===== src/hw/rtl/dlb_remu.sv =====
// Bit-serial unsigned remainder x mod y, one dividend bit per cycle.
// Stand-alone; no package dependency.
module dlb_remu
(
    input  logic        clk,
    input  logic        rst_n,
    input  logic        start,
    input  logic [31:0] x,
    input  logic [31:0] y,
    output logic        done,
    output logic [31:0] result
);

    logic        busy_reg;
    logic        done_reg;
    logic [4:0]  bit_reg;
    logic [31:0] x_reg;
    logic [31:0] y_reg;
    logic [31:0] r_reg;
    logic [32:0] trial;
    logic [32:0] diff;

    // Shift in the next dividend bit and subtract the divisor if it fits
    assign trial = {r_reg, x_reg[31]};
    assign diff  = trial - {1'b0, y_reg};

    // Control
    always_ff @(posedge clk or negedge rst_n)
    begin
        if (!rst_n)
        begin
            busy_reg <= 1'b0;
            done_reg <= 1'b0;
            bit_reg  <= 5'd0;
        end
        else
        begin
            done_reg <= 1'b0;
            if (start && !busy_reg)
            begin
                busy_reg <= 1'b1;
                bit_reg  <= 5'd0;
            end
            else if (busy_reg)
            begin
                bit_reg <= bit_reg + 5'd1;
                if (bit_reg == 5'd31)
                begin
                    busy_reg <= 1'b0;
                    done_reg <= 1'b1;
                end
            end
        end
    end

    // Datapath
    always_ff @(posedge clk)
    begin
        if (start && !busy_reg)
        begin
            x_reg <= x;
            y_reg <= y;
            r_reg <= 32'd0;
        end
        else if (busy_reg)
        begin
            x_reg <= {x_reg[30:0], 1'b0};
            r_reg <= (trial >= {1'b0, y_reg}) ? diff[31:0] : trial[31:0];
        end
    end

    assign done   = done_reg;
    assign result = r_reg;

endmodule


===== config.mk =====
export PLATFORM = sky130hd
export DESIGN_NAME = dlb_remu
export DESIGN_NICKNAME = d
export VERILOG_FILES = /design/src/hw/rtl/dlb_remu.sv
export SDC_FILE = /design/constraint.sdc
export NUM_CORES = 1
export LEC_CHECK = 0
export ABC_AREA = 0
export ABC_CLOCK_PERIOD_IN_PS = 3800
export BUFFER_PORTS_ARGS = -buffer_cell sky130_fd_sc_hd__buf_2
export CAP_MARGIN = 20
export CORE_UTILIZATION = 57
export DETAILED_ROUTE_END_ITERATION = 8
export GPL_ROUTABILITY_DRIVEN = 0
export GPL_TIMING_DRIVEN = 0
export HOLD_SLACK_MARGIN = 0.03
export PLACE_DENSITY_LB_ADDON = 0.3
export SLEW_MARGIN = 20
export SYNTH_ARGS = -nofsm -noshare
export SYNTH_HDL_FRONTEND = slang
export SYNTH_SLANG_ARGS = --single-unit

===== constraint.sdc =====
create_clock -name clk -period 3.8 [get_ports clk]
set_clock_uncertainty 0.2 [all_clocks]
set_input_delay 0.38 -clock clk [delete_from_list [all_inputs] [get_ports clk]]
set_output_delay 0.38 -clock clk [all_outputs]
set_load 0.01 [all_outputs]

==> flow_summary_export.csv, run 1 <==
group,metric,value,unit
yosys,syn_nets,602,
floorplan,die_w,102,um
setup_path,reg2regPathDepth,12,
finish,final_cell_mix,"103 x buf_2, 64 x edfxtp_1, 41 x mux2_2, 40 x inv_1, 34 x ha_1",
global_route,antenna_found_initial,0,
yosys,ys_ff_latch,103,
yosys,synth-main-ff-cell,"edfxtp_1",
finish,diodes,0,
cts,cts.htree.levels,3,
detailed_routing,drt_iter0_markers,249,
yosys,synth_warnings,0,
place,portBuffers,99,
place,dp_slack,0.444,ns
setup_path,cp-end-kind,"flip-flop",
setup_path,worstPathMaxFanout,4,
detailed_routing,drtPass1Iterations,7,
yosys,syn_area_per_cell,11.4,um2
job,drv_cap,0,
cts,cts_resized,0,
setup_path,worst_path_most_repeated_cell,"inv_1",
worst_hold_path,hp-class,"in -> reg",
floorplan,die_area,10400,um2
floorplan,start_util,58.7,%
yosys,synth_edf_count,64,
setup_path,critPathKind,"reg -> reg",
floorplan,num_rows,36,
detailed_routing,route.vias.total,4397,
setup_path,critical_path_arrival,3.56,ns
cts,clk_path_buf_depth,2,
finish,area_delta_synth_final,21.2,%
detailed_routing,route.met2.wl,5960,um
finish,drive_gt1_share,28.7,%
setup_path,r2r_slack,0.34,ns
cts,cts_inserted_buffers,9,
sta,hold_viol,0,
sta,finalSetupViolCount,0,
place,dp.final_hpwl,8790,um
sta,clock.fmax,289,MHz
power_and_ir_drop,power.total,0.00582,W
yosys,synth_seq_area_share,47.9,%
finish,nets,746,
sta,slew_violations,0,
cts,cts_root_buf,"clkbuf_8",
setup_path,rr_endpoint,"result[20]",
floorplan,core,9730,um2
detailed_routing,route.met3.wl,860,um
yosys,synthCells,500,
run_status,status,"completed",
setup_path,rr_startpoint,"x_reg[31]",
power_and_ir_drop,power_leakage,3.10,nW
global_route,overflow,0,
worst_hold_path,min_to,"x_reg[14]",
cts,clk_pin_slew_worst_paths,0.10,ns
setup_path,crit_path_cell_trace,"inv_1 > ha_1 > inv_1 > fa_1 > a21o_1 > a311oi_1 > nor4_1 > nor4_2 > a21oi_1 > xor2_1 > mux2_4 > a22o_1",
sta,worst_slack,0.339,ns
global_route,grt_util_all_layers,25.0,%
cts,cts_setup_buffers,0,
cts,cts_sinks,103,
sta,finalSetupTns,0,ns
worst_hold_path,min-delay-start,"x[14]",
sta,fin_crit,3.46,ns
sta,worstMarginPinSlew,0.643,ns
detailed_routing,routed_via_density,5.62,
yosys,ys_types,57,
power_and_ir_drop,ir_drop,413,uV
detailed_routing,wl,12300,um
global_route,grt_first_pass_wirelength,19900,um
detailed_routing,m1WireLength,5210,um
detailed_routing,wl_per_cell,15.8,um
finish,final_common_cell,"buf_2",
worst_hold_path,whs_path_depth,2,
setup_path,cpPeakStageDelay,0.51,ns
cts,cts_tree,"yes",
sta,period_share,91.1,%
setup_path,worst_ep_required_time,3.90,ns
floorplan,fp.dieH,102,um
cts,cts_hold_buf,33,
global_route,grt_max_degree,33,
detailed_routing,highest_layer,"met4",
sta,holdWs,0.0768,ns
detailed_routing,drc,0,
setup_path,worst_path_max_delay_cell,"a311oi_1",
sta,slew_headroom,57.1,%
power_and_ir_drop,p_per_area,841,nW/um2
floorplan,io_pins,100,
sta,rsz0062_at_grt,"no",
yosys,ys_async_sr_fraction,6.80,%
yosys,syn-cell-area,5710,um2
global_route,grt_pass1_vias,4334,
cts,clk_latency,0.40,ns
detailed_routing,antenna_left,0,
setup_path,start_kind,"flip-flop",
routing by layer:
| metal | up-vias | global-route usage (%) |
|---|---|---|
| met5 | - | 0 |
| met4 | 0 | 9.12 |
| met3 | 25 | 7.73 |
| met2 | 157 | 42.5 |
| met1 | 2063 | 29.9 |
| li1 | 2152 | - |
synthesized netlist by cell type, types with 16 or more instances:
cell type  count  area (um2)
o21ai_0       21         105
edfxtp_1      64        1920
nand2_1       22        82.6
a22o_1        24         210
clkbuf_1      17        63.8
nor2_1        18        67.6
inv_1         41         154
a21oi_1       32         160
ha_1          34         425
mux2_2        41         462
xor2_1        16         140
dfxtp_1       32         641
area by class of cell:
cell class,instances,area [um2]
Clock buffer,9,124
Fill cell,765,2810
Tap cell,133,166
Clock inverter,7,63.8
Inverter,41,154
Multi-Input combinational cell,332,2710
Sequential cell,103,2740
Timing Repair Buffer,133,853
Buffer,24,111
cells by family after synthesis:
family	Yosys count	synth area share [%]
simple gates	79	7.05
fa+ha+maj	35	7.80
flops	103	47.9
xor+xnor	31	4.75
mux	52	10.9
compound gates	135	17.0
buf+inv	65	4.62
how the worst max path moves through the flow:
stage,start,end,slack (ns),cells past startpoint
after floorplan,x_reg[31],result[20],0.82,12
after global placement,start,x_reg[25],0.23,5
after detailed placement,x_reg[31],result[20],0.44,12
after CTS,x_reg[31],result[20],0.42,12
after global routing,x_reg[31],result[20],0.12,12
final,x_reg[31],result[20],0.34,12
critical path: cells and delay by family, from the launching register on:
kind	cells	cell delay (ns)
buffers and inverters	2	0.13
and+or+nand+nor	2	0.52
DFF	1	0.37
xor gates and xnor gates	1	0.18
adders and majority gates	2	0.56
AOI/OAI and AO/OA	4	1.14
muxes	1	0.27
report_power, final:
group / switching, W / internal, W / total, W
logic: 0.00160 / 0.00162 / 0.00321
clock network: 0.000416 / 0.000254 / 0.000670
registers: 0.000278 / 0.00166 / 0.00194
total: 0.00229 / 0.00353 / 0.00582
per-stage QoR:
| step | instances | instance area (um2) | util (%) |
|---|---|---|---|
| 4_1_cts | 782 | 6920 | 71.1 |
| 3_5_place_dp | 733 | 6400 | 65.8 |
| 3_3_place_gp | 732 | 6370 | 65.5 |
| 5_1_grt | 782 | 6920 | 71.1 |
| 2_1_floorplan | 500 | 5710 | - |
| 6_report | 782 | 6920 | 71.1 |
No activity file was read; power rests on OpenSTA's default activity.
==> run 2, diff against run 1 <==
--- a/config.mk
+++ b/config.mk
@@ -7,10 +7,10 @@
 export LEC_CHECK = 0
 export ABC_AREA = 0
 export ABC_CLOCK_PERIOD_IN_PS = 3800
-export BUFFER_PORTS_ARGS = -buffer_cell sky130_fd_sc_hd__buf_2
 export CAP_MARGIN = 20
-export CORE_UTILIZATION = 57
+export CORE_UTILIZATION = 59
 export DETAILED_ROUTE_END_ITERATION = 8
+export DONT_BUFFER_PORTS = 1
 export GPL_ROUTABILITY_DRIVEN = 0
 export GPL_TIMING_DRIVEN = 0
 export HOLD_SLACK_MARGIN = 0.03
==> flow_summary_export.csv, run 2 (same netlist as run 1, synthesis figures left out) <==
group,metric,value,unit
global_route,met3_usage,7.45,%
power_and_ir_drop,ir_drop,504,uV
finish,drive_gt1_share,14.4,%
setup_path,r2r_slack,0.34,ns
cts,cts_resized,0,
run_status,status,"completed",
detailed_routing,drc,0,
sta,slew_violations,0,
finish,diodes,0,
sta,slew_headroom,61.0,%
sta,period_share,91.1,%
global_route,overflow,0,
worst_hold_path,hp-class,"in -> async",
floorplan,io_pins,100,
floorplan,core,9330,um2
detailed_routing,wl,12400,um
floorplan,fp.dieH,100,um
global_route,use_met1,29.9,%
detailed_routing,wl_per_cell,17.4,um
sta,hold_viol,0,
setup_path,critPathKind,"reg -> reg",
sta,clock.fmax,289,MHz
global_route,grt-busiest-layer,"met2",
global_route,grt_max_degree,33,
place,dp.final_hpwl,8420,um
sta,rsz0062_at_grt,"no",
cts,clk_pin_slew_worst_paths,0.11,ns
global_route,grtUsageMet2,45.0,%
place,portBuffers,0,
finish,final_common_cell,"dlygate4sd3_1",
cts,cts_root_buf,"clkbuf_8",
cts,cts_inserted_buffers,9,
global_route,antenna_found_initial,0,
sta,fin_crit,3.46,ns
setup_path,critical_path_arrival,3.54,ns
finish,final_cell_mix,"65 x dlygate4sd3_1, 64 x edfxtp_1, 41 x mux2_2, 40 x inv_1, 34 x ha_1",
sta,worst_slack,0.338,ns
finish,area_delta_synth_final,18.3,%
floorplan,die_area,10100,um2
detailed_routing,route.vias.total,4134,
finish,nets,680,
place,dp_slack,0.409,ns
sta,finalSetupTns,0,ns
cts,cts.htree.levels,3,
power_and_ir_drop,power_leakage,2.84,nW
detailed_routing,drt_iter0_markers,308,
cts,cts_hold_buf,65,
cts,cts_setup_buffers,0,
cts,cts_sinks,103,
setup_path,start_kind,"flip-flop",
sta,worstMarginPinSlew,0.585,ns
setup_path,worst_ep_required_time,3.88,ns
cts,cts_tree,"yes",
detailed_routing,antenna_left,0,
floorplan,num_rows,35,
floorplan,start_util,61.2,%
power_and_ir_drop,p_per_area,841,nW/um2
sta,finalSetupViolCount,0,
finish,stdcell_area,6760,um2
place,placed_area,5890,um2
cts,clk_latency,0.39,ns
detailed_routing,routed_via_density,5.81,
setup_path,worstPathMaxFanout,4,
setup_path,cp-end-kind,"flip-flop",
global_route,grt_first_pass_wirelength,19600,um
floorplan,die_w,100,um
cts,clk_path_buf_depth,2,
global_route,grt_util_all_layers,25.7,%
global_route,grt_pass1_vias,4179,
job,drv_cap,0,
detailed_routing,drtPass1Iterations,6,
-- run 2: final timing paths --
check                                 from    endpoint  cells after the start
min in group clk                bit_reg[4]  bit_reg[4]                      1
worst max register to register   x_reg[31]  result[20]                     12
max in group asynchronous            rst_n  bit_reg[2]                      1
worst max-delay path             x_reg[31]  result[20]                     12
worst min register to register  bit_reg[4]  bit_reg[4]                      1
worst min-delay path                 rst_n    busy_reg                      1
-- run 2: area by class of cell --
class | instances | area, um2
plain buffers | 24 | 111
clock buffers | 11 | 131
clock inverters | 4 | 55.1
fillers | 679 | 2570
inverters | 41 | 154
multi-input cells | 332 | 2710
flip-flops and latches | 103 | 2740
well taps | 129 | 161
repair buffers | 67 | 698
-- run 2: metal layers --
layer  part of all wire [%]  wire length (um)  up-vias
met5                      0                 0        -
met4                    1.4               179        0
met3                    7.9               975       19
met2                     50              6180      148
met1                     41              5060     1940
li1                       -                 -     2027
-- run 2: stage by stage --
step                std cells  utilization (%)  hold slack [ns]  total power [W]
global route              711             72.5            0.105          0.00610
detailed placement        630             63.2           -0.115          0.00491
finish                    711             72.5           0.0983          0.00569
floorplan                 500                -           -0.116          0.00435
CTS                       710             72.2           0.0995          0.00566
global placement          629             63.0           -0.115          0.00480
-- run 2: worst max-delay path, stage by stage (launching register included) --
cell	delay (ns)
edfxtp_1	0.37
inv_1	0.08
ha_1	0.16
inv_1	0.06
fa_1	0.41
a21o_1	0.23
a311oi_1	0.45
nor4_1	0.11
nor4_2	0.39
a21oi_1	0.26
xor2_1	0.19
mux2_4	0.27
a22o_1	0.18
-- run 2: power breakdown --
part,internal (W),total [W],leakage [nW],switching [W]
Clock,0.000307,0.000693,0.0904,0.000387
Sequential,0.00166,0.00207,1.01,0.000409
Combinational,0.00151,0.00292,1.74,0.00142
