File: src/hw/rtl/dlb_mulmod.sv
// Bit-serial modular multiplier a*b mod p, a doubling phase and an add phase per multiplier bit.
// Stand-alone; b must already be below p.
module dlb_mulmod
(
    input  logic        clk,
    input  logic        rst_n,
    input  logic        start,
    input  logic [31:0] a,
    input  logic [31:0] b,
    input  logic [31:0] p,
    output logic        done,
    output logic [31:0] result
);

    logic        busy_reg;
    logic        done_reg;
    logic        phase_reg;
    logic [4:0]  bit_reg;
    logic [31:0] a_reg;
    logic [31:0] b_reg;
    logic [31:0] p_reg;
    logic [31:0] r_reg;
    logic [32:0] sum;
    logic [32:0] sum_red;

    // Phase 0 doubles the partial result, phase 1 adds b when the bit is set
    always_comb
    begin
        if (!phase_reg)
            sum = {r_reg, 1'b0};
        else if (a_reg[31])
            sum = {1'b0, r_reg} + {1'b0, b_reg};
        else
            sum = {1'b0, r_reg};
        sum_red = (sum >= {1'b0, p_reg}) ? (sum - {1'b0, p_reg}) : sum;
    end

    // Control
    always_ff @(posedge clk or negedge rst_n)
    begin
        if (!rst_n)
        begin
            busy_reg  <= 1'b0;
            done_reg  <= 1'b0;
            phase_reg <= 1'b0;
            bit_reg   <= 5'd0;
        end
        else
        begin
            done_reg <= 1'b0;
            if (start && !busy_reg)
            begin
                busy_reg  <= 1'b1;
                phase_reg <= 1'b0;
                bit_reg   <= 5'd0;
            end
            else if (busy_reg)
            begin
                phase_reg <= ~phase_reg;
                if (phase_reg)
                begin
                    bit_reg <= bit_reg + 5'd1;
                    if (bit_reg == 5'd31)
                    begin
                        busy_reg <= 1'b0;
                        done_reg <= 1'b1;
                    end
                end
            end
        end
    end

    // Datapath
    always_ff @(posedge clk)
    begin
        if (start && !busy_reg)
        begin
            a_reg <= a;
            b_reg <= b;
            p_reg <= p;
            r_reg <= 32'd0;
        end
        else if (busy_reg)
        begin
            r_reg <= sum_red[31:0];
            if (phase_reg)
                a_reg <= {a_reg[30:0], 1'b0};
        end
    end

    assign done   = done_reg;
    assign result = r_reg;

endmodule

File: config.mk
export PLATFORM = sky130hd
export DESIGN_NAME = dlb_mulmod
export DESIGN_NICKNAME = d
export VERILOG_FILES = /design/src/hw/rtl/dlb_mulmod.sv
export SDC_FILE = /design/constraint.sdc
export NUM_CORES = 1
export LEC_CHECK = 0
export BUFFER_PORTS_ARGS = -buffer_cell sky130_fd_sc_hd__buf_2
export CORE_ASPECT_RATIO = 2
export CORE_MARGIN = 1.5
export CORE_UTILIZATION = 30
export DETAILED_ROUTE_END_ITERATION = 10
export GPL_TIMING_DRIVEN = 1
export SLEW_MARGIN = 20
export SYNTH_ARGS = -nofsm -noshare
export SYNTH_HDL_FRONTEND = slang
export SYNTH_SLANG_ARGS = --single-unit
export TNS_END_PERCENT = 5
File: constraint.sdc
create_clock -name clk -period 6.03 [get_ports clk]
set_input_delay 1.206 -clock clk [delete_from_list [all_inputs] [get_ports clk]]
set_output_delay 1.206 -clock clk [all_outputs]
set_load 0.02 [all_outputs]
==> results of run 1 <==
## area by class of cell
| type | count | area (um^2) |
|---|---|---|
| Tap cell | 423 | 529 |
| Sequential cell | 136 | 3720 |
| Clock inverter | 13 | 131 |
| Multi-Input combinational cell | 735 | 5390 |
| Timing Repair Buffer | 147 | 776 |
| Clock buffer | 18 | 429 |
| Fill cell | 3278 | 20100 |
| Inverter | 50 | 188 |
## layout by cell type (no fill, tap or decap), drive strengths merged, types with 9 or more instances in the layout
master,count
a211oi,12
a21o,29
a21oi,91
a31oi,9
and3,19
buf,147
clkbuf,18
dfxtp,32
edfxtp,96
ha,66
inv,51
mux2,34
mux2i,53
nand2,74
nand3,29
nand4,13
nor2,49
nor3,16
o211ai,15
o21a,11
o21ai,42
or2,9
xnor2,25
xor2,16
## metal layers
layer | vias to the layer above | routed length [um]
met2 | 293 | 14200
met1 | 3776 | 10500
met5 | - | 0
met4 | 0 | 986
met3 | 59 | 1350
li1 | 3875 | -
## power breakdown
| group | total, W | switching (W) | leakage [nW] | internal (W) |
|---|---|---|---|---|
| Sequential | 0.00162 | 0.000272 | 1.25 | 0.00135 |
| Clock | 0.00101 | 0.000405 | 0.267 | 0.000601 |
| Combinational | 0.00503 | 0.00292 | 3.26 | 0.00212 |
| Total | 0.00766 | 0.00359 | 4.78 | 0.00407 |
## Yosys cell counts, types with 16 or more instances
library cell	instances	area (um^2)
sky130_fd_sc_hd__a21o_1	29	218
sky130_fd_sc_hd__a21oi_1	89	445
sky130_fd_sc_hd__and3_1	19	119
sky130_fd_sc_hd__clkbuf_1	34	128
sky130_fd_sc_hd__dfxtp_1	32	641
sky130_fd_sc_hd__edfxtp_1	96	2880
sky130_fd_sc_hd__ha_1	66	826
sky130_fd_sc_hd__inv_1	50	188
sky130_fd_sc_hd__mux2_2	33	372
sky130_fd_sc_hd__mux2i_1	53	531
sky130_fd_sc_hd__nand2_1	74	278
sky130_fd_sc_hd__nand3_1	27	135
sky130_fd_sc_hd__nor2_1	49	184
sky130_fd_sc_hd__nor3_1	16	80.1
sky130_fd_sc_hd__o21ai_0	31	155
sky130_fd_sc_hd__xnor2_1	25	219
sky130_fd_sc_hd__xor2_1	16	140
## metrics by stage
step	setup slack (ns)	hold WS (ns)
final	0.485	0.505
after floorplan	1.22	0.450
after detailed placement	0.470	0.494
after global placement	0.594	0.468
after global routing	0.0854	0.522
after CTS	0.477	0.502
## worst max-delay path: stages (launching register included)
cell and delay (ns):
sky130_fd_sc_hd__dfxtp_1 0.45, sky130_fd_sc_hd__ha_1 0.28, sky130_fd_sc_hd__a21oi_1 0.20, sky130_fd_sc_hd__and4b_1 0.25, sky130_fd_sc_hd__and4bb_1 0.33, sky130_fd_sc_hd__o31ai_2 0.12, sky130_fd_sc_hd__a21boi_1 0.39, sky130_fd_sc_hd__o21ai_1 0.16
sky130_fd_sc_hd__mux2i_1 0.14, sky130_fd_sc_hd__a211o_1 0.35, sky130_fd_sc_hd__ha_1 0.30, sky130_fd_sc_hd__or4_1 0.55, sky130_fd_sc_hd__a21oi_2 0.13, sky130_fd_sc_hd__o21ai_2 0.08, sky130_fd_sc_hd__a31oi_4 0.22, sky130_fd_sc_hd__o311ai_1 0.13
sky130_fd_sc_hd__o211ai_2 0.20, sky130_fd_sc_hd__nor3b_4 0.39, sky130_fd_sc_hd__buf_4 0.38, sky130_fd_sc_hd__mux2i_1 0.23, sky130_fd_sc_hd__mux2i_1 0.10
## how the worst min path moves through the flow
stage | startpoint | endpoint
4_1_cts | bit_reg[3] | bit_reg[3]
5_1_grt | bit_reg[3] | bit_reg[3]
6_report | bit_reg[4] | bit_reg[4]
3_3_place_gp | bit_reg[3] | bit_reg[3]
3_5_place_dp | bit_reg[3] | bit_reg[3]
2_1_floorplan | bit_reg[3] | bit_reg[3]
## kinds of logic (layout without fill, tap and decap cells)
logic type | after synthesis | in the layout | share of synthesized area
compound gates | 266 | 266 | 0.191
mux | 87 | 87 | 0.0963
buf+inv | 94 | 228 | 0.0413
fa+ha+maj | 68 | 68 | 0.0912
flops | 136 | 136 | 0.392
simple gates | 273 | 273 | 0.150
xor+xnor | 41 | 41 | 0.0378
==> summary by stage, run 1 <==
Outcome
The flow ran to the end, and the final reports show no timing, DRC or antenna violations.

Floorplan
The starting utilization of the core area is 0.303. The floorplan step set the die height to 255 um. The total area inside the core boundary comes to 31,300 um^2.

The die covers 32,800 um^2. The number of placed I/O pins is 132. The horizontal extent of the die is 129 um. The initialized floorplan defines 92 standard-cell rows.

Clock network
Hold repair after CTS inserted 0 buffers. The number of sinks driven by the clock tree is 136. The H-tree was split into 4 levels. The number of gates resized after CTS was 0. TritonCTS built the clock tree. The post-CTS clock slew at the launch and capture registers of the worst setup and hold paths is 0.06 ns. The root buffer cell chosen for the clock tree is sky130_fd_sc_hd__clkbuf_16. The number of buffers created by CTS is 17. In this run the deepest clock path goes through 2 buffers. In this run the post-CTS setup repair buffer count came out at 0. The later pin in the worst-skew pair is clocked with a latency of ~0.44 ns.

Layout
In the final layout, the share of cells above drive strength 1 is 0.214. For this run, the share of the core covered by cells in the final layout is 0.357. After the flow finishes, the layout carries non-filler instances totaling 1,522. The post-layout net count is ~1,300.

The finished layout cell area is ~11,000 um^2. Compared with the post-synthesis result, the final layout area differs by 17.7%. The number of antenna diodes in the final layout is 0.

Pwr
The worst-case vdd ir drop is approximately 340 uV. The power per standard cell area is 686 nW/um^2. The design draws about 0.0077 W. For this design the static power due to leakage is ~4.8 nW.

STA
Summed over all failing endpoints, the final setup total negative slack is 0 ns. At the pin with the least slew margin, the transition time is 0.835 ns. The ratio of final minimum period to clock period is 0.920. The headroom to the max-slew limit is 0.442.

Setup violations remaining at the end of the flow were counted as 0. On the final layout, the worst clock skew is 0.00931 ns. Based on the critical path, the design can be clocked at up to approximately 180 MHz.

The final-report hold violation count is 0. Setup repair after global routing left no endpoint under its margin. The minimum clock period after layout is ~5.5 ns. The max-slew violation count is 0.

Routing
The detailed router finished its first iteration with 481 violations. The overall routed net length is 27,000 um. The post-detailed-route wirelength per cell is about 18 um. The routed layout has 8,003 vias.

The total DRC errors in the routed layout is 0. The first detailed-routing pass ran for 7 iterations. In the routed layout, each cell is associated on average with a via count of 5.26. The count of nets left with antenna violations once routing finished came out at 0.

Yosys
The count of unique library cells instantiated by Yosys is 83. The net count after synthesis is 1,132. The register bit count reported by yosys is 136. For this run, the number of Yosys warnings is 0.

Dividing the synthesized area by the synthesized cell count gives 9.83 um^2. The post-synthesis async set-or-reset flop share is 0.0588. The share of the Yosys chip area taken by registers is 0.392. The synthesized design contains 96 enable-type register cells. Synthesis produced a netlist whose cell count is around 970. After synthesis the cells add up to ~9500 um^2. The most used flip-flop cell after synthesis is sky130_fd_sc_hd__edfxtp_1.

Worst setup path
In this run the worst setup path terminates at result[3]. The endpoint required time on the critical path is approximately 6.3 ns. The maximum fanout count along the critical path is 18.

The worst-case reg-to-reg path depth is 20. The capturing element type of the critical path is a register. The critical path is of the reg2reg type. The source of the worst register-to-register timing path is result[1]. The timing startpoint of the critical path is result[1].

STA classifies the critical path startpoint as a register. The terminus of the critical flop-to-flop path is result[3]. The arrival time reported for the critical path endpoint is about 5.8 ns. The worst setup slack for register-to-register paths is 0.49 ns.

Worst hold path
The min-delay analysis places its worst path in the category reg2reg. The depth of the worst hold-timing path is 1.

Global routing
After global routing, the most crowded layer is met2. The global-route usage over all layers is 0.165. The largest net degree at the start of global routing is 54. The met2 routing resource usage after global routing is 0.296. The number of global-route vias before repair is 7,865. In the global route stage, met3 resource usage came out at 0.0344. The first-pass GRT wire length is 41,400 um.

The initial antenna violation count is 0. After global routing the overflow that remains totals 0. The met1 demand-to-capacity share in global routing is 0.184.

Placement
The post-placement cell count is 1,491. After detailed placement, the total cell area comes to 10,600 um^2. The post-detailed-placement half-perimeter wirelength is 21,000 um. The number of I/O port buffers is 131.

The final weighted congestion in routability-driven placement is 0.920.

Run
Across the run, the number of max-cap violations was 0.
(Power assumes the default switching activity.)
==> run 2: changes to the inputs <==
--- a/config.mk
+++ b/config.mk
@@ -8,9 +8,10 @@
 export BUFFER_PORTS_ARGS = -buffer_cell sky130_fd_sc_hd__buf_2
 export CORE_ASPECT_RATIO = 2
 export CORE_MARGIN = 1.5
-export CORE_UTILIZATION = 30
+export CORE_UTILIZATION = 59
 export DETAILED_ROUTE_END_ITERATION = 10
 export GPL_TIMING_DRIVEN = 1
+export PLACE_DENSITY = 0.82
 export SLEW_MARGIN = 20
 export SYNTH_ARGS = -nofsm -noshare
 export SYNTH_HDL_FRONTEND = slang
==> run 2 against run 1 <==
Routed wire length is 2.2% higher. Hold slack worse by 0.00085 ns. Critical path depth is 1 higher. Non-clock buffer count is 9 higher. Count of clock-buffer cells in the layout is 2 higher. Die area is 48% lower. Register-to-register slack worse by 0.02 ns. Sequential power hardly changed.
==> summary by stage, run 2 (synthesis results as in run 1) <==
Global routing
The first-pass GRT wire length is 42,800 um. The largest net degree at the start of global routing is roughly 70. The final global-route overflow total is 0.

Across every metal layer, demand over resource in global routing totals 0.336. The initial antenna violation count came to 0. The number of global-route vias before repair is around 8,400.

STA
The transition time at the pin with the least slew margin is 0.806 ns. The minimum clock period after layout is 5.56 ns. The headroom to the max-slew limit is 0.463. Setup violations remaining at the end of the flow were counted as 0. After routing, the total negative slack on setup checks comes to 0 ns. Derived from the worst setup path, the maximum achievable clock frequency is roughly 180 MHz.

The ratio of final minimum period to clock period is 0.923. The max-slew violation count was 0. The final worst clock skew is 0.0129 ns.

The final-report hold violation count was 0. Setup repair after global routing left no endpoint under its margin.

Pwr
IR analysis of the VDD net gives a maximum drop of around 400 uV. The fraction of power spent switching nets is 0.469. The internal portion of the total power is 0.00425 W. Of the total power, combinational logic draws 0.655.

In this run the power spent charging and discharging nets is 0.00375 W. The power share of the clock group is 0.141. The share of total power dissipated in sequential elements is 0.204.

For this design the static power due to leakage is 4.87 nW. The power per standard cell area is 725 nW/um^2.

Layout
The library cells used most frequently in the layout, excluding fill and tap cells, are sky130_fd_sc_hd__buf_2 (131), sky130_fd_sc_hd__edfxtp_1 (96), sky130_fd_sc_hd__a21oi_1 (89), sky130_fd_sc_hd__nand2_1 (74), sky130_fd_sc_hd__ha_1 (66). The filler cell count in the final layout is 1,236. Of the cells placed in the final design, the portion with a size suffix greater than 1 is 0.223. The net count of the finished layout is ~1,300. For this run, the share of the core covered by cells in the final layout is 0.700.

Relative to the synthesized area, the layout overhead comes to 16.3%. The finished layout cell area is 11,000 um^2. The filler-free cell count of the finished design is between 1,000 and 1,500. The library cell used most frequently in the layout, excluding fill and tap cells, is sky130_fd_sc_hd__buf_2.

The repair_antennas step left the layout with diodes totalling 0.

Floorplan
The initial utilization of the core area, before any placement, comes to 0.601. The area enclosed by the die boundary is about 17,000 um^2. After floorplanning, the core was divided into 65 placement rows. The overall die height is about 180 um.

The number of placed I/O pins is 132. Measured along the x axis, the die boundary spans between 90 and 100 um. The standard cell core area is 15,800 um^2.

Clock network
Counting the buffers created by CTS gives 17. In this run, post-CTS hold repair placed 0 buffers. In this run the clock root is driven by a sky130_fd_sc_hd__clkbuf_16. No sink is reached through more buffers than the 2 on the longest clock path. The post-CTS clock slew at the launch and capture registers of the worst setup and hold paths is 0.06 ns. In this run the number of H-tree levels came out at 4.

The post-CTS setup repair buffer count is 0. Gates resized during post-CTS repair numbered 0. The tree built by TritonCTS fans out to 136 sinks. The worst-skew pair later-pin latency is 0.43 ns. TritonCTS built the clock tree.

Worst setup path
The endpoint required time on the critical path is 6.34 ns. The worst-case reg-to-reg path depth is 21. The slowest cell on the critical path is sky130_fd_sc_hd__ha_1. STA classifies the critical path startpoint as a register. The startpoint-to-endpoint class of the critical path is reg2reg. Traced cell by cell, the critical path runs through ha_1, a21oi_1, and4b_1, and4bb_1, o31ai_2, a21boi_1, o21ai_1, mux2i_1, a211o_1, ha_1, nand4_1, a211oi_1, and4_1, o311ai_1, nand2_1, o211ai_2, nor3b_4, buf_12, buf_4, and2_4, a221o_1. The most numerous cell type found on the critical path is sky130_fd_sc_hd__ha_1. The largest single stage delay on the critical path is 0.46 ns. The source of the worst register-to-register timing path is result[1]. The capturing element type of the critical path is a register. The timing startpoint of the critical path is result[1]. The arrival time reported for the critical path endpoint is 5.87 ns.

Along the worst path, the maximum fanout reaches 12.

Routing
Detailed routing inserted a total of between 8,000 and 9,000 vias. Once detail routing completed, the nets flagged for antenna violations numbered 0. The mean number of vias per cell is 6.32.

The count of TritonRoute iterations in the first routing pass is 5. The initial DRC count is roughly 460. In the routed design, unresolved DRC markers number 0. The overall routed net length is around 28,000 um. The post-detailed-route wirelength per cell is 21.1 um.

Outcome
The run finished with clean final reports.

Run
Across the run, the number of max-cap violations was 0.

Worst hold path
The hold path startpoint is bit_reg[4]. Counting instances, the worst hold path has a depth of 1. The type of the tightest min-delay check is reg2reg.

Placement
The post-placement cell count is 1,273. In this run the cell area measured after placement is ~10,000 um^2. The wire-length estimate of the detail-placed layout is between 20,000 and 25,000 um. At the end of routability-driven placement, the weighted congestion stood at 0.975. The number of I/O port buffers is 131.
[run 2: cell types whose count changed in the layout (fill, tap and decap cells not counted), sizes merged]
cell	change
clkinv	-2
buf	+9
clkbuf	+2
clkinvlp	-2
inv	+2
bufinv	+1
[run 2: per-layer routing]
metal	vias to the layer above	part of all wire	GRT usage	routed length, um
met3	154	0.044	0.0525	1210
met2	353	0.54	0.616	15000
met5	-	0	0	0
met4	0	0.095	0.285	2610
met1	3876	0.32	0.313	8760
li1	3901	-	-	-
[run 2: final cells by class]
class / instances / area, um^2 / share of cell area
multi-input combinational: 735 / 5390 / 0.488
inverter: 50 / 188 / 0.0170
clock buffer: 20 / 468 / 0.0424
sequential: 136 / 3720 / 0.337
tap: 201 / 251 / 0.0228
clock inverter: 12 / 164 / 0.0148
timing repair buffer: 156 / 856 / 0.0775
[run 2: final timing paths]
| check | to | slack [ns] |
|---|---|---|
| min in group asynchronous | phase_reg | 0.61 |
| max reg2reg | result[19] | 0.47 |
| min reg2reg | bit_reg[4] | 0.50 |
| max in group asynchronous | busy_reg | 5.21 |
| min | bit_reg[4] | 0.50 |
| max | result[19] | 0.47 |
[run 2: through the flow]
stage / setup WS, ns / total power [W] / hold WS [ns]
2_1_floorplan: 1.22 / 0.00537 / 0.450
3_3_place_gp: 0.476 / 0.00660 / 0.469
3_5_place_dp: 0.349 / 0.00668 / 0.492
4_1_cts: 0.295 / 0.00784 / 0.505
5_1_grt: 0.104 / 0.00852 / 0.516
6_report: 0.465 / 0.00800 / 0.504
[run 2: critical path: cells and delay by family, from the launching register on]
family	cells	cell delay [ns]
DFF	1	0.44
and+or+nand+nor	7	1.61
buffers and inverters	2	0.29
adders and majority gates	2	0.73
muxes	1	0.14
AOI/OAI and AO/OA	9	2.21
[run 2: power groups by stage]
stage | Combinational (W) | Sequential (W) | Clock, W
floorplan | 0.00371 | 0.00165 | 0
global placement | 0.00498 | 0.00162 | 0
detailed placement | 0.00505 | 0.00163 | 0
CTS | 0.00509 | 0.00162 | 0.00113
global route | 0.00571 | 0.00165 | 0.00116
finish | 0.00525 | 0.00163 | 0.00113
==> run 3: changes to the inputs <==
--- a/config.mk
+++ b/config.mk
@@ -8,10 +8,9 @@
 export BUFFER_PORTS_ARGS = -buffer_cell sky130_fd_sc_hd__buf_2
 export CORE_ASPECT_RATIO = 2
 export CORE_MARGIN = 1.5
-export CORE_UTILIZATION = 59
+export CORE_UTILIZATION = 40
 export DETAILED_ROUTE_END_ITERATION = 10
 export GPL_TIMING_DRIVEN = 1
-export PLACE_DENSITY = 0.82
 export SLEW_MARGIN = 20
 export SYNTH_ARGS = -nofsm -noshare
 export SYNTH_HDL_FRONTEND = slang
==> run 3 against run 2 <==
Die area is 46% higher. Count of clock-buffer cells in the layout is 2 lower. Cell count is 6.0% higher. The run now ends with DRC left. Core utilization is 23 points lower. Hold slack worse by 0.016 ns. Critical path depth is 1 lower. Total power is 1.4% lower. First-iteration DRC count is 14% lower. Routed wire length is 4.2% higher. Maximum frequency is 1.2% lower. Clock power is 9% lower. Sequential cell count stayed put. Largest power group unchanged.
==> summary by stage, run 3 (synthesis results as in run 1) <==
Placement
The pre-CTS setup slack is 0.442 ns. After detailed placement, the design holds a cell count of around 1,400. Summed over all nets, the half-perimeter wirelength after detailed placement is 22,500 um. The count of buffers added on input and output ports is 131. The final weighted congestion in routability-driven placement is between 0.9 and 1. After detailed placement, the total cell area comes to 10,500 um^2.

Floorplan
During I/O placement, the number of pins put on the boundary was 132. The area enclosed by the die boundary is 24,700 um^2. The starting utilization of the core area is 0.407. The overall die height is 221 um. The floorplan has 79 rows. The core region is 23,300 um^2. The horizontal extent of the die is 112 um.

Pwr
The internal power of the cells totals 0.00408 W. The fraction of power spent switching nets is 0.482. The share of total power dissipated in sequential elements is 0.207. The power spent charging and discharging nets is between 0.003 and 0.004 W. IR analysis of the VDD net gives a maximum drop of roughly 280 uV. The power share of the clock group is 0.130. Power comes to a little under 0.008 W. The combinational fraction of design power is 0.662.

The leakage power is 4.82 nW. The power per standard cell area is a little over 700 nW/um^2.

Worst setup path
The source of the worst register-to-register timing path is result[1]. The worst setup path is launched from a register. The number of buffers and inverters on the critical path is 1. The slowest cell on the critical path is sky130_fd_sc_hd__or4_1. Among cell families on the critical path, the largest total delay comes from compound AO/OA/AOI/OAI gates.

Following the worst setup path forward leads to its endpoint at result[2]. The endpoint identified for the worst register-to-register timing path is result[2]. The startpoint-to-endpoint class of the critical path is reg2reg. Measured in cells, the most critical reg-to-reg path has a length of 20. Counting stages on the worst path, the most repeated cell is sky130_fd_sc_hd__mux2i_1. The capturing element type of the critical path is a register. The highest cell delay on the worst timing path is 0.54 ns.

Walking the worst path, the cells encountered are ha_1, a21oi_1, and4b_1, and4bb_1, o31ai_2, a21boi_1, o21ai_1, mux2i_1, a211o_1, ha_1, or4_1, a21oi_2, o21ai_2, a31oi_4, o311ai_1, o211ai_2, nor3b_4, buf_4, mux2i_1, mux2i_1. The worst setup slack for register-to-register paths is 0.40 ns. The endpoint required time on the critical path is between 6 and 7 ns. For the worst setup path, the data arrival time is 5.94 ns. The timing startpoint of the critical path is result[1]. The maximum fanout count along the critical path is 16. Counting buffers and inverters, the worst setup path is 20 cells deep.

Global routing
The first global-routing pass estimated around 44,000 um of wire. In the global route stage, overall resource usage came out at 0.238. Summed over all layers, the global routing overflow is 0. The number of global-route vias before repair is ~8,400. The initial antenna violation count was 0. Entering global routing, the biggest net connects 99 pins.

Layout
Of the cells placed in the final design, the portion with a size suffix greater than 1 is 0.219. The area added between synthesis and finish is 16.5%. Leaving out fill and tap cells, the most frequent cell in the layout is sky130_fd_sc_hd__buf_2.

The post-layout net count is 1,260. The filler-free cell count of the finished design is 1,389. Leaving out fill and tap cells, the most frequent cells in the layout are sky130_fd_sc_hd__buf_2 (131), sky130_fd_sc_hd__edfxtp_1 (96), sky130_fd_sc_hd__a21oi_1 (89), sky130_fd_sc_hd__nand2_1 (74), sky130_fd_sc_hd__ha_1 (66). With fillers left out, the area of the finished cells amounts to 11,100 um^2. The diode insertion count for antenna repair is 0.

Routing
Once detail routing completed, the nets flagged for antenna violations numbered 0. Dividing the detail-routed via count by the number of cells gives 5.74. After detailed routing, the number of remaining DRC violations is 7. In the final routing, the length of wire on met1 measures 9150 um. Detailed routing placed a total of 1040 um of wire on met3. The count of TritonRoute iterations in the first routing pass is 11. The overall routed net length is 28,700 um.

The total number of vias is 7,972. Detailed routing placed a total of about 16,000 um of wire on met2. Dividing the detail-routed wire length by the instance count gives 20.7 um. The uppermost signal routing layer after detailed routing is met4.

The initial DRC count is 397.

Outcome
The run finished, with violations left. The checks that failed: DRC.

Clock network
The post-cts sizing count is 0. The maximum buffer depth of the clock tree is 2. After clock tree synthesis, the clock-pin slew on the worst setup and hold paths is 0.07 ns. The CTS tree is done.

Clock tree synthesis selected as its root buffer the cell sky130_fd_sc_hd__clkbuf_16. The post-CTS setup repair buffer count is 0. The number of hold buffers added after CTS was 0. The number of H-tree levels is 4. In this run, CTS created clock tree buffers numbering 17. Clock latency on the worst-skew pair, taken at its later pin, is 0.45 ns. The number of sinks driven by the clock tree is 136.

STA
The ratio of final minimum period to clock period is 0.934. The final worst clock skew is 0.0114 ns. The minimum clock period after layout is 5.63 ns. Summed over all failing endpoints, the final setup total negative slack is 0 ns. The setup slack of the critical path after layout is a little under 0.4 ns. The transition time at the pin with the least slew margin is 0.766 ns. The achievable frequency is 178 MHz. The max-slew violation count came to 0. The final-report hold violation count is 0. The headroom to the max-slew limit is 0.489. Setup repair after global routing left no endpoint under its margin. Setup violations remaining at the end of the flow were counted as 0.

Run
The tool flagged a number of max-cap violations equal to 0.

Worst hold path
The min-delay analysis places its worst path in the category reg2reg.
[run 3: cell count changes in the layout (fill, tap and decap cells not counted), sizes merged]
cell	delta
clkbuf	-2
bufinv	-2
buf	-3
inv	+4
[run 3: cell type report]
class / instances / area (um^2)
sequential: 136 / 3720
multi-input combinational: 735 / 5390
clock inverter: 14 / 138
clock buffer: 18 / 429
timing repair buffer: 153 / 833
inverter: 50 / 188
fill: 2249 / 12300
tap: 283 / 354
[run 3: power groups by stage]
stage	combinational [W]	clock (W)	sequential [W]
6_report	0.00523	0.00103	0.00163
5_1_grt	0.00572	0.00108	0.00166
4_1_cts	0.00520	0.00105	0.00163
3_5_place_dp	0.00518	0	0.00165
3_3_place_gp	0.00512	0	0.00165
2_1_floorplan	0.00371	0	0.00165
[run 3: per-layer routing]
| metal | vias up | GRT usage |
|---|---|---|
| li1 | 3890 | - |
| met5 | - | 0 |
| met4 | 0 | 0.219 |
| met3 | 119 | 0.0394 |
| met1 | 3719 | 0.205 |
| met2 | 244 | 0.452 |
[run 3: worst min-delay path by stage]
stage	start	depth (start not counted)	to
2_1_floorplan	bit_reg[3]	1	bit_reg[3]
3_5_place_dp	bit_reg[3]	1	bit_reg[3]
6_report	bit_reg[3]	1	bit_reg[3]
5_1_grt	bit_reg[4]	1	bit_reg[4]
4_1_cts	bit_reg[3]	1	bit_reg[3]
3_3_place_gp	bit_reg[3]	1	bit_reg[3]
[run 3: stage by stage]
stage                     hold slack (ns)   util
after floorplan                     0.450      -
after global placement              0.473  0.450
after detailed placement            0.486  0.450
after CTS                           0.494  0.474
after global routing                0.526  0.474
final                               0.487  0.474
